===== config.mk =====
export PLATFORM = sky130hd
export DESIGN_NAME = scancode_to_ascii_key_stack
export DESIGN_NICKNAME = d
export VERILOG_FILES = /design/src/rtl/core/ks_pkg.sv /design/src/rtl/core/scancode_to_ascii_key_stack.sv /design/src/rtl/core/ks_front.sv /design/src/rtl/core/ks_queue.sv /design/src/rtl/core/ks_back.sv
export SDC_FILE = /design/constraint.sdc
export NUM_CORES = 2
export LEC_CHECK = 0
export BUFFER_PORTS_ARGS = -buffer_cell sky130_fd_sc_hd__buf_2
export CORE_MARGIN = 1.5
export CORE_UTILIZATION = 50
export DETAILED_ROUTE_END_ITERATION = 8
export PLACE_DENSITY = 0.76
export SETUP_SLACK_MARGIN = 0.3
export SYNTH_ARGS = -nofsm -noshare
export SYNTH_HDL_FRONTEND = slang
export SYNTH_SLANG_ARGS = --single-unit

===== constraint.sdc =====
create_clock -name clk -period 13.04 [get_ports clk]
set_clock_uncertainty 0.2 [all_clocks]
set_input_delay 2.608 -clock clk [delete_from_list [all_inputs] [get_ports clk]]
set_output_delay 2.608 -clock clk [all_outputs]
set_load 0.01 [all_outputs]

===== src/rtl/core/ks_pkg.sv =====
// ----------------------------------------------------------------------------
// ks_pkg
// Shared types, scancode constants and character tables for the key stack.
// ----------------------------------------------------------------------------
package ks_pkg;

    localparam int ROM_LEN = 86;

    // Character tables, first character at the most significant byte.
    localparam logic [ROM_LEN*8-1:0] ROM_PLAIN =
        "__1234567890-=__qwertyuiop[]__asdfghjkl;'`_\\zxcvbnm,./_*______________________________";
    localparam logic [ROM_LEN*8-1:0] ROM_SHIFT =
        "__!@#$%^&*()_+__QWERTYUIOP{}__ASDFGHJKL:_~_|ZXCVBNM<>?_*______________________________";
    localparam logic [ROM_LEN*8-1:0] ROM_CAPS =
        "__1234567890-=__QWERTYUIOP[]__ASDFGHJKL;'`_\\ZXCVBNM,./_*______________________________";

    localparam logic [7:0] CH_UNDERSCORE = 8'h5F;
    localparam logic [7:0] CH_SPACE      = 8'h20;
    localparam logic [7:0] CH_NEWLINE    = 8'h0A;

    localparam logic [7:0] SC_MINUS      = 8'd12;
    localparam logic [7:0] SC_LSHIFT     = 8'h2A;
    localparam logic [7:0] SC_RSHIFT     = 8'h36;
    localparam logic [7:0] SC_LSHIFT_REL = 8'hAA;
    localparam logic [7:0] SC_RSHIFT_REL = 8'hB6;
    localparam logic [7:0] SC_SPACE      = 8'h39;
    localparam logic [7:0] SC_ENTER      = 8'h1C;
    localparam logic [7:0] SC_CAPS       = 8'h3A;
    localparam logic [7:0] SC_BACKSPACE  = 8'h0E;
    localparam logic [7:0] SC_UP         = 8'h48;
    localparam logic [7:0] SC_DOWN       = 8'h50;
    localparam logic [7:0] SC_RIGHT      = 8'h4D;
    localparam logic [7:0] SC_LEFT       = 8'h4B;

    localparam logic [7:0] SPECIAL_BACKSPACE = 8'd0;
    localparam logic [7:0] SPECIAL_UP        = 8'd1;
    localparam logic [7:0] SPECIAL_DOWN      = 8'd2;
    localparam logic [7:0] SPECIAL_RIGHT     = 8'd3;
    localparam logic [7:0] SPECIAL_LEFT      = 8'd4;

    localparam logic [1:0] KIND_NONE    = 2'd0;
    localparam logic [1:0] KIND_CHAR    = 2'd1;
    localparam logic [1:0] KIND_SPECIAL = 2'd2;

    // One queued command: a read, or a push of a 9-bit store entry.
    typedef struct packed {
        logic       is_read;
        logic [8:0] entry;
    } ks_cmd_t;

    function automatic logic [7:0] rom_char(input logic [ROM_LEN*8-1:0] rom,
                                            input logic [6:0] sc);
        logic [6:0] slot;
        slot = 7'(ROM_LEN - 1) - sc;
        return rom[{slot, 3'b000} +: 8];
    endfunction

    function automatic logic [7:0] lookup(input logic [7:0] sc,
                                          input logic shift,
                                          input logic caps);
        logic [7:0] ch;
        if (sc >= 8'(ROM_LEN)) begin
            ch = CH_UNDERSCORE;
        end else if (shift) begin
            ch = rom_char(ROM_SHIFT, sc[6:0]);
        end else if (caps) begin
            ch = rom_char(ROM_CAPS, sc[6:0]);
        end else begin
            ch = rom_char(ROM_PLAIN, sc[6:0]);
        end
        return ch;
    endfunction

endpackage


===== src/rtl/core/scancode_to_ascii_key_stack.sv =====
// ----------------------------------------------------------------------------
// scancode_to_ascii_key_stack
// Set 1 scancode to character translator feeding a wrapping key stack.
// ----------------------------------------------------------------------------
//
//   channel   direction  handshake              payload
//   command   in         start && !busy         op, scancode
//   result    out        strobe (one cycle)     kind, code
//
// The classifier is combinational; a push runs in the store engine's run
// state, while a read goes on to the read state, for the registered read port
// of the key memory, and the engine takes no new command until the read is done.
// After reset the engine clears the key memory, one entry a cycle, from the
// first entry through the last; busy stays high throughout that pass.
// busy is also high while the two-entry command queue is full.
// The receiver cannot stall: each result shows for exactly one cycle.
//
module scancode_to_ascii_key_stack
    import ks_pkg::*;
#(
    parameter int STORE_DEPTH = 128
)
(
    input  logic       clk,
    input  logic       rst_n,
    input  logic       start,
    output logic       busy,
    input  logic       op,
    input  logic [7:0] scancode,
    output logic       strobe,
    output logic [1:0] kind,
    output logic [7:0] code
);

    logic    accept;
    logic    q_push;
    ks_cmd_t q_cmd;
    logic    q_pop;
    logic    q_empty;
    logic    q_full;
    ks_cmd_t q_head;
    logic    clearing;

    // A word is taken whenever the queue has room and the memory is ready.
    assign busy   = clearing || q_full;
    assign accept = start && !busy;

    // The classifier turns each word into a push, a read, or nothing, and
    // keeps the shift and caps lock flags in step with the word order.
    ks_front u_front (
        .clk      (clk),
        .rst_n    (rst_n),
        .accept   (accept),
        .op       (op),
        .scancode (scancode),
        .push     (q_push),
        .cmd      (q_cmd)
    );

    ks_queue u_queue (
        .clk      (clk),
        .rst_n    (rst_n),
        .push     (q_push),
        .push_cmd (q_cmd),
        .pop      (q_pop),
        .empty    (q_empty),
        .full     (q_full),
        .head     (q_head)
    );

    // The engine runs commands in queue order, so results keep word order.
    ks_back #(
        .STORE_DEPTH (STORE_DEPTH)
    ) u_back (
        .clk      (clk),
        .rst_n    (rst_n),
        .q_empty  (q_empty),
        .q_head   (q_head),
        .q_pop    (q_pop),
        .clearing (clearing),
        .strobe   (strobe),
        .kind     (kind),
        .code     (code)
    );

`ifndef SYNTHESIS
    // A read passes through the run and read states, so results never come back to back.
    assert property (@(posedge clk) disable iff (!rst_n) strobe |=> !strobe)
        else $error("results on consecutive cycles");

    // The queue never takes a command while it is full.
    assert property (@(posedge clk) disable iff (!rst_n) q_push |-> !q_full)
        else $error("push into a full queue");

    // Nothing is taken from the queue during the clearing pass.
    assert property (@(posedge clk) disable iff (!rst_n) clearing |-> !q_pop)
        else $error("command run during clearing pass");

    // An empty result carries a zero code.
    assert property (@(posedge clk) disable iff (!rst_n)
        (strobe && kind == KIND_NONE) |-> (code == 8'd0))
        else $error("empty result with nonzero code");
`endif

endmodule


===== src/rtl/core/ks_front.sv =====
// ----------------------------------------------------------------------------
// ks_front
// Classifies each accepted word and tracks the shift and caps lock flags.
// ----------------------------------------------------------------------------
module ks_front
    import ks_pkg::*;
(
    input  logic       clk,
    input  logic       rst_n,
    input  logic       accept,
    input  logic       op,
    input  logic [7:0] scancode,
    output logic       push,
    output ks_cmd_t    cmd
);

    logic       shift_reg;
    logic       shift_next;
    logic       caps_reg;
    logic       caps_next;
    logic [7:0] ch;
    logic       emit;

    always_comb begin
        ch          = lookup(scancode, shift_reg, caps_reg);
        shift_next  = shift_reg;
        caps_next   = caps_reg;
        emit        = 1'b0;
        cmd.is_read = op;
        cmd.entry   = '0;
        if (op) begin
            emit = 1'b1;
        end else if (ch != CH_UNDERSCORE || scancode == SC_MINUS) begin
            emit      = 1'b1;
            cmd.entry = {1'b0, ch};
        end else begin
            unique case (scancode)
                SC_LSHIFT, SC_RSHIFT:         shift_next = 1'b1;
                SC_LSHIFT_REL, SC_RSHIFT_REL: shift_next = 1'b0;
                SC_CAPS:                      caps_next  = ~caps_reg;
                SC_SPACE:     begin emit = 1'b1; cmd.entry = {1'b0, CH_SPACE};   end
                SC_ENTER:     begin emit = 1'b1; cmd.entry = {1'b0, CH_NEWLINE}; end
                SC_BACKSPACE: begin emit = 1'b1; cmd.entry = {1'b1, SPECIAL_BACKSPACE}; end
                SC_UP:        begin emit = 1'b1; cmd.entry = {1'b1, SPECIAL_UP};    end
                SC_DOWN:      begin emit = 1'b1; cmd.entry = {1'b1, SPECIAL_DOWN};  end
                SC_RIGHT:     begin emit = 1'b1; cmd.entry = {1'b1, SPECIAL_RIGHT}; end
                SC_LEFT:      begin emit = 1'b1; cmd.entry = {1'b1, SPECIAL_LEFT};  end
                default:      emit = 1'b0;
            endcase
        end
        push = accept && emit;
    end

    always_ff @(posedge clk or negedge rst_n)
    begin
        if (!rst_n)
        begin
            shift_reg <= 1'b0;
            caps_reg  <= 1'b0;
        end
        else if (accept)
        begin
            shift_reg <= shift_next;
            caps_reg  <= caps_next;
        end
    end

endmodule


===== src/rtl/core/ks_queue.sv =====
// ----------------------------------------------------------------------------
// ks_queue
// Two-entry command queue between the classifier and the store engine.
// ----------------------------------------------------------------------------
module ks_queue
    import ks_pkg::*;
(
    input  logic    clk,
    input  logic    rst_n,
    input  logic    push,
    input  ks_cmd_t push_cmd,
    input  logic    pop,
    output logic    empty,
    output logic    full,
    output ks_cmd_t head
);

    ks_cmd_t    slot_reg [2];
    logic       wr_ptr_reg;
    logic       rd_ptr_reg;
    logic [1:0] count_reg;
    logic [1:0] count_next;

    assign empty = (count_reg == 2'd0);
    assign full  = (count_reg == 2'd2);
    assign head  = slot_reg[rd_ptr_reg];

    always_comb begin
        count_next = count_reg;
        if (push && !pop) begin
            count_next = count_reg + 2'd1;
        end else if (pop && !push) begin
            count_next = count_reg - 2'd1;
        end
    end

    always_ff @(posedge clk or negedge rst_n)
    begin
        if (!rst_n)
        begin
            wr_ptr_reg <= 1'b0;
            rd_ptr_reg <= 1'b0;
            count_reg  <= 2'd0;
        end
        else
        begin
            if (push)
            begin
                wr_ptr_reg <= ~wr_ptr_reg;
            end
            if (pop)
            begin
                rd_ptr_reg <= ~rd_ptr_reg;
            end
            count_reg <= count_next;
        end
    end

    always_ff @(posedge clk)
    begin
        if (push)
        begin
            slot_reg[wr_ptr_reg] <= push_cmd;
        end
    end

endmodule


===== src/rtl/core/ks_back.sv =====
// ----------------------------------------------------------------------------
// ks_back
// Store engine: owns the key memory and the top pointer, runs queued pushes
// and reads, and clears the memory after reset.
// ----------------------------------------------------------------------------
module ks_back
    import ks_pkg::*;
#(
    parameter int STORE_DEPTH = 128
)
(
    input  logic       clk,
    input  logic       rst_n,
    input  logic       q_empty,
    input  ks_cmd_t    q_head,
    output logic       q_pop,
    output logic       clearing,
    output logic       strobe,
    output logic [1:0] kind,
    output logic [7:0] code
);

    localparam int AW = (STORE_DEPTH > 1) ? $clog2(STORE_DEPTH) : 1;
    localparam logic [AW-1:0] LAST = AW'(STORE_DEPTH - 1);

    typedef enum logic [2:0] {
        ST_CLEAR = 3'b001,
        ST_RUN   = 3'b010,
        ST_READ  = 3'b100
    } state_t;

    state_t        state_reg, state_next;
    logic [AW-1:0] top_reg, top_next;
    logic          neg_reg, neg_next;
    logic [AW-1:0] clr_reg, clr_next;
    logic [AW-1:0] addr_reg, addr_next;
    logic          was_neg_reg, was_neg_next;
    logic          strobe_reg, strobe_next;
    logic [1:0]    kind_reg, kind_next;
    logic [7:0]    code_reg, code_next;

    logic [8:0]    mem [STORE_DEPTH];
    logic [8:0]    rdata_reg;
    logic          rd_en;
    logic [AW-1:0] rd_addr;
    logic          wr_en;
    logic [AW-1:0] wr_addr;
    logic [8:0]    wr_data;

    always_comb begin
        state_next   = state_reg;
        top_next     = top_reg;
        neg_next     = neg_reg;
        clr_next     = clr_reg;
        addr_next    = addr_reg;
        was_neg_next = was_neg_reg;
        strobe_next  = 1'b0;
        kind_next    = kind_reg;
        code_next    = code_reg;
        q_pop        = 1'b0;
        rd_en        = 1'b0;
        rd_addr      = neg_reg ? LAST : top_reg;
        wr_en        = 1'b0;
        wr_addr      = clr_reg;
        wr_data      = '0;
        unique case (state_reg)
            ST_CLEAR: begin
                wr_en    = 1'b1;
                clr_next = clr_reg + AW'(1);
                if (clr_reg == LAST) begin
                    state_next = ST_RUN;
                end
            end
            ST_RUN: begin
                if (!q_empty) begin
                    q_pop = 1'b1;
                    if (q_head.is_read) begin
                        rd_en        = 1'b1;
                        addr_next    = rd_addr;
                        was_neg_next = neg_reg;
                        state_next   = ST_READ;
                    end else begin
                        // The top wraps to the first slot past the end.
                        wr_en    = 1'b1;
                        wr_addr  = (neg_reg || top_reg == LAST) ? '0 : top_reg + AW'(1);
                        wr_data  = q_head.entry;
                        top_next = wr_addr;
                        neg_next = 1'b0;
                    end
                end
            end
            ST_READ: begin
                state_next  = ST_RUN;
                strobe_next = 1'b1;
                kind_next   = KIND_NONE;
                code_next   = '0;
                if (!(was_neg_reg && rdata_reg == '0)) begin
                    wr_en   = 1'b1;
                    wr_addr = addr_reg;
                    if (addr_reg == '0) begin
                        neg_next = 1'b1;
                    end else begin
                        top_next = addr_reg - AW'(1);
                        neg_next = 1'b0;
                    end
                    if (rdata_reg != '0) begin
                        kind_next = rdata_reg[8] ? KIND_SPECIAL : KIND_CHAR;
                        code_next = rdata_reg[7:0];
                    end
                end
            end
            default: state_next = ST_CLEAR;
        endcase
    end

    always_ff @(posedge clk or negedge rst_n)
    begin
        if (!rst_n)
        begin
            state_reg   <= ST_CLEAR;
            top_reg     <= '0;
            neg_reg     <= 1'b1;
            clr_reg     <= '0;
            was_neg_reg <= 1'b0;
            strobe_reg  <= 1'b0;
        end
        else
        begin
            state_reg   <= state_next;
            top_reg     <= top_next;
            neg_reg     <= neg_next;
            clr_reg     <= clr_next;
            was_neg_reg <= was_neg_next;
            strobe_reg  <= strobe_next;
        end
    end

    always_ff @(posedge clk)
    begin
        addr_reg <= addr_next;
        kind_reg <= kind_next;
        code_reg <= code_next;
    end

    always_ff @(posedge clk)
    begin
        if (wr_en)
        begin
            mem[wr_addr] <= wr_data;
        end
        if (rd_en)
        begin
            rdata_reg <= mem[rd_addr];
        end
    end

    assign clearing = (state_reg == ST_CLEAR);
    assign strobe   = strobe_reg;
    assign kind     = kind_reg;
    assign code     = code_reg;

endmodule

**Word level (Yosys, flattened, before mapping)**

Memory sizes are Yosys's and may differ from the RTL's. A register that Yosys moved wholly into a read port is not among the register bits.
Index checks and enable logic that the tools add are counted.

- Equality and inequality tests: 26
- Shift-type cells: 3
- Muxes and demuxes: 50
- Bitwise operators: 7
- $lt $le $gt $ge: 1
- Add/subtract/negate cells: 6
- Reductions and logical operators: 28

Operator list:

| kind | count |
|---|---|
| $shiftx A688 B11 Y8 const A | 3 |
| $mux W7 | 9 |
| $pmux W9 S7 | 1 |
| $mux W9 | 5 |
| $eq A8 B6 Y1 const B | 4 |
| $eq A8 B7 Y1 const B | 4 |
| $pmux W7 S2 | 2 |
| $mux W8 | 3 |
| $mux W1 | 20 |
| $eq A8 B4 Y1 const B | 2 |
| $eq A8 B8 Y1 const B | 2 |
| $add A7 B1 Y7 const B | 2 |
| $eq A7 B7 Y1 const B | 2 |
| $reduce_and A4 Y1 | 3 |
| $ne A2 B2 Y1 const B | 5 |
| $logic_not A9 Y1 | 1 |
| $mux W3 | 3 |
| $pmux W3 S3 | 1 |
| $reduce_bool A9 Y1 | 1 |
| $eq A8 B5 Y1 const B | 1 |
| $ge A8 B7 Y1 const B | 1 |
| $ne A8 B7 Y1 const B | 1 |
| $logic_not A7 Y1 | 1 |
| $not A1 Y1 | 7 |
| other kinds (21) | 37 |

- Logic and storage cells: 137
- Memory bits (writable): 1172
- Bits of input ports: 12
- Register bits: 43
- Output and inout bits: 12
- Memories kept: 2

Memories:

| memory | words | width | rd ports | clocked after Yosys merged registers in | write ports | RTL line | text |
|---|---|---|---|---|---|---|---|
| u_back.mem | 128 | 9 | 1 | 1 | 1 | ks_back.sv:42 | `logic [8:0] mem [STORE_DEPTH];` |
| u_queue.slot_reg | 2 | 10 | 1 | 0 | 1 | ks_queue.sv:18 | `ks_cmd_t slot_reg [2];` |

**Logic depth before layout (Yosys ltp)**

- Depth in word-level cells: 14
- Gate-level depth with buffers: 18

**Cells and area by module**

A second synthesis with hierarchy kept.

- Cell total of the unflattened synthesis: 3132
- Area total of the unflattened synthesis: 50598.5 µm²

By module, submodules not included:

| module | seq. area each (µm²) | cells each | instances | area each (µm²) |
|---|---|---|---|---|
| ks_back | 35876.9 | 2812 | 1 | 47782.1 |
| ks_front | 50.0 | 271 | 1 | 1889.3 |
| ks_queue | 700.7 | 47 | 1 | 913.4 |
| scancode_to_ascii_key_stack | 0.0 | 2 | 1 | 13.8 |

**Worst setup path after synthesis**

No wires, ideal clock.

- Path kind: input -> register
- Start point: input scancode[2]
- End point: memory u_queue.slot_reg[1][0] (netlist bit) (enable)
- Data required time: 12451 ps
- Path slack: 6545 ps
- Stages: 13
- Library setup time: 389 ps
- Arrival time: 5906 ps
- Cell sequence: clkbuf_1 clkbuf_1 inv_1 ha_1 clkbuf_1 buf_2 xnor2_1 o221ai_1 a221oi_1 o221ai_1 and4_1 nor3b_1 nor3b_1

- Longest elaborated chain between the ends: 12
- Elaborated cells on any way between the ends: 25

Ends and longest elaborated chain:

| element | RTL line | text |
|---|---|---|
| start, declared | scancode_to_ascii_key_stack.sv:29 | `input logic [7:0] scancode,` |
| $sub A7 B7 Y7 | ks_pkg.sv:54 | `slot = 7'(ROM_LEN - 1) - sc;` |
| $shiftx A688 B11 Y8 | ks_pkg.sv:55 | `return rom[{slot, 3'b000} +: 8];` |
| $mux W8 | ks_pkg.sv:66 | `end else if (caps) begin` |
| $mux W8 | ks_pkg.sv:64 | `end else if (shift) begin` |
| $mux W8 | ks_pkg.sv:62 | `if (sc >= 8'(ROM_LEN)) begin` |
| $ne A8 B7 Y1 | ks_front.sv:33 | `end else if (ch != CH_UNDERSCORE \|\| scancode == SC_MINUS) begin` |
| $logic_or A1 B1 Y1 | ks_front.sv:33 |  |
| $mux W1 (*) | ks_front.sv:33 |  |
| $mux W1 (*) | ks_front.sv:31 | `if (op) begin` |
| $logic_and A1 B1 Y1 (*) | ks_front.sv:51 | `push = accept && emit;` |
| $mux W1 (*) | ks_queue.sv:61 | `if (push)` |
| $mux W1 (implied by the code) (*) | ks_queue.sv:63 | `slot_reg[wr_ptr_reg] <= push_cmd;` |
| end, declared | ks_queue.sv:18 |  |

Mark *: on every way between the ends. The rest lies on a longest branch, timed or not.

**Worst setup path after layout**

- Start point: input scancode[1]
- End point: memory u_queue.slot_reg[1][3] (netlist bit) (enable)

The elaborated chain is that of the path after synthesis.

==> summary.md <==
| Metric | Value |
|---|---|
| M2 GR Usage | `0.381` |
| Met3 demand-to-capacity share in global routing | `0.0351` |
| Number of max-cap violations | `0` |
| Iteration-0 DRC count of the detailed router | `between 3k and 4k` |
| Share of the yosys chip area belonging to registers | `0.717` |
| Arrival time of data at the critical path endpoint | `between 7000 and 8000 ps` |
| Post-layout min period | `a little under 7000 ps` |
| Core region area | `~0.10 mm²` |
| Number of enable-type register cells in the synthesized netlist | `around 1.2k` |
| Most used standard cells in the synthesized netlist | `1196 x edfxtp_1, 237 x a211oi_1, 186 x nor2_1, 181 x clkbuf_1, 174 x o21ai_0` |
| Clock slew seen by the registers of the worst setup and hold paths | `about 60 ps` |
| Die H | `322 µm` |
| Maximum resistive drop on vdd | `0.105 mV` |
| Library cells used by synthesis | `83` |
| Per-cell via count in the routed design | `between 6 and 7` |
| DR DRC count | `0` |
| Static Leak | `15.3 nW` |
| Measured slew at the worst slew-check pin | `around 1400 ps` |
| Type of element launching the critical path | `input port` |
| Share of synthesized area spent on multiplexers | `0.0749` |
| H-tree depth reported by CTS | `3` |
| CTS tree | `yes` |
| Post-Route Setup TNS | `0 ps` |
| Area share of the largest cell type after synthesis | `0.704` |
| Register bit count reported by yosys | `around 1.2k` |
| Worst endpoint required time | `between 10000 and 15000 ps` |
| Final WL | `122 mm` |
| Insertion delay of the later-clocked pin in the worst-skew pair | `about 720 ps` |
| Top area cells in the synthesized netlist | `edfxtp_1 70%, mux4_2 7.2%, a211oi_1 3.5%, a2111oi_0 2.5%, a21boi_0 2.2%` |
| Area leader, netlist | `edfxtp_1` |
| Run status | `finished clean` |
| Async SR Flop Fraction | `0.0213` |
| Vias in the first global route | `between 20k and 30k` |
| Die span in x | `~320 µm` |
| Placed inst area | `0.0528 mm²` |
| Combinational family with the most area after synthesis | `compound AO/OA/AOI/OAI gates` |
| Number of buffers inserted by hold repair at cts | `0` |
| Total of buffers placed on input and output ports | `23` |
| Final instance area | `approximately 0.056 mm²` |
| Utilization of the core after routing | `0.561` |
| CP Capture Type | `register` |
| Fraction of layout cells with a size suffix above 1 | `0.129` |
| Tot Pwr | `7.58 mW` |
| Gp weighted congestion | `between 0.8 and 0.9` |
| Summed instance area of the synthesized netlist | `roughly 0.051 mm²` |
| Synth Area in Adders | `0.00491` |
| Min-delay src | `u_back.rdata_reg[2]` |
| Wire length per cell after detailed routing | `26.0 µm` |
| Synth Instances | `around 3.2k` |
| Worst slew margin relative to its limit | `0.0717` |
| Total track usage | `0.234` |
| Startpoint of the worst setup timing path | `scancode[1]` |
| Number of routed nets with antenna violations | `0` |
| Synth Area in Compound Gates | `0.125` |
| Layer carrying the most global-route usage | `met2` |
| Setup fix buffers added after clock tree synthesis | `0` |
| Commonest register cell after synthesis | `edfxtp_1` |
| N_diodes | `0` |
| Max reg flops | `roughly 1.2k` |
| Total gr overflow | `0` |
| Number of nets at the end of the flow | `between 3k and 4k` |
| DR pass1 iterations | `6` |
| Row count | `around 120` |
| Met1 capacity usage during global routing | `0.320` |
| Number of hold violations in the final report | `0` |
| Total power per unit cell area | `134 mW/mm²` |
| Boundary pin count | `24` |
| Number of failing setup endpoints in the final timing report | `0` |
| CTS resizes | `0` |
| Vias | `~30k` |
| Syn Area/Cell | `around 16 µm²` |
| Die Footprint | `between 0.1 and 0.15 mm²` |
| Highest Clock Rate | `around 140 MHz` |
| Crit Path Category | `in -> reg` |
| Maximum buffer depth of the clock tree | `3` |
| Number of buffers created by CTS | `between 100 and 150` |
| Number of antenna violations at the first check in global routing | `0` |
| Hpwl dp | `about 70 mm` |
| Growth of design area from synthesis to finish | `10.5%` |
| Root cell of the clock tree | `clkbuf_16` |
| Number of sinks on the clock net | `about 1.2k` |
| Maximum fanout along the worst path | `43` |
| Global-route wire length before repair | `approximately 180 mm` |
| Starting Density | `0.507` |
| Hold Crit Class | `reg -> reg` |
| Maximum number of pins on one net before global-route repair | `209` |
| Fin. max-slew vios | `0` |
| Most frequent cell after synthesis | `edfxtp_1` |
| XOR/XNOR share of the synthesized area | `0.00476` |
| Source of the worst register-to-register timing path | `u_back.neg_reg` |
| Share of the clock period used by the worst path | `0.532` |
| Ys Warns | `0` |
| Synth Area in Simple Gates | `0.0522` |
| Setup repair after global routing missed its margin | `false` |
-- routing by layer --
metal	vias up	wire [µm]
met5	-	0
met4	0	4320
met2	1623	59400
met3	253	10700
li1	12800	-
met1	14900	47400
-- layout make-up --
| type | count | area [µm²] |
|---|---|---|
| Sequential cell | 1222 | 36600 |
| Inverter | 31 | 124 |
| Clock inverter | 62 | 602 |
| Multi-Input combinational cell | 1796 | 13900 |
| Fill cell | 7476 | 44200 |
| Clock buffer | 143 | 2980 |
| Tap cell | 1357 | 1700 |
| Timing Repair Buffer | 70 | 493 |
-- worst max-delay path: stages --
cell       delay (ps)
buf_2              70
buf_4             340
inv_1             270
ha_1              350
buf_4             260
inv_1             460
nor2_1            110
o22ai_1           210
a31oi_1           110
a2111oi_0         750
a41o_1            320
nor3b_1           130
nor3b_1          1020
-- final timing paths --
check	depth (start not counted)	slack, ps	endpoint
worst max-delay path	13	6100	u_queue.slot_reg[1][3]
worst min-delay path	0	260	u_back.code[2]
worst max register to register	8	7290	u_back.rdata_reg[5]
worst min register to register	0	260	u_back.code[2]
max in group asynchronous	1	10240	u_back.top_reg[1]
min in group asynchronous	1	1780	u_queue.count_reg[0]
-- report_power, final --
group | switching (mW) | total [mW] | internal (mW)
Sequential | 0.00168 | 4.25 | 4.25
Combinational | 0.0640 | 0.0931 | 0.0291
Clock | 1.42 | 3.23 | 1.82
-- cell usage in the layout, fill, tap and decap left out, types with 7 or more instances in the layout --
cell       synthesis  final
ha_1              20     20
a21boi_0         147    147
a2111oi_0        147    147
clkbuf_1         181     27
a31oi_1            9      9
mux2i_1           14     14
nand4_1            8      8
xnor2_1           13     13
mux4_2           162    162
a21oi_1          144    144
buf_4              3     45
nor2b_1            7      7
inv_1             27     26
nand2b_1           9      9
conb_1             1    128
nand2_1           63     63
clkinv_1           0     23
a211oi_1         237    237
nor4_1             8      8
clkinv_2           0     18
nor2_1           186    176
nand3_1           12     12
bufinv_16          0     10
nor2_4             0     11
nor3_1            42     41
and2_1           147    147
dfrtp_1           24     21
clkbuf_16          0    114
edfxtp_1        1196   1196
buf_2             44     23
xor2_1            11     11
o21ai_0          174    174
-- cells by family (layout without fill, tap and decap cells) --
| family | after synthesis | in the layout |
|---|---|---|
| DFF | 1222 | 1222 |
| buffers and inverters | 274 | 306 |
| AOI/OAI and AO/OA | 920 | 920 |
| muxes | 179 | 179 |
| xor gates and xnor gates | 26 | 26 |
| and+or+nand+nor | 523 | 523 |
| adders and majority gates | 20 | 20 |
| other | 1 | 128 |
-- stage by stage --
step,cells,hold slack [ps],setup WS (ps)
after floorplan,3292,243,6550
after global placement,4476,235,5440
after detailed placement,4476,248,5410
after CTS,4681,259,6120
after global routing,4681,268,5680
final,4681,261,6100
Power figures use the tool's default switching activity.
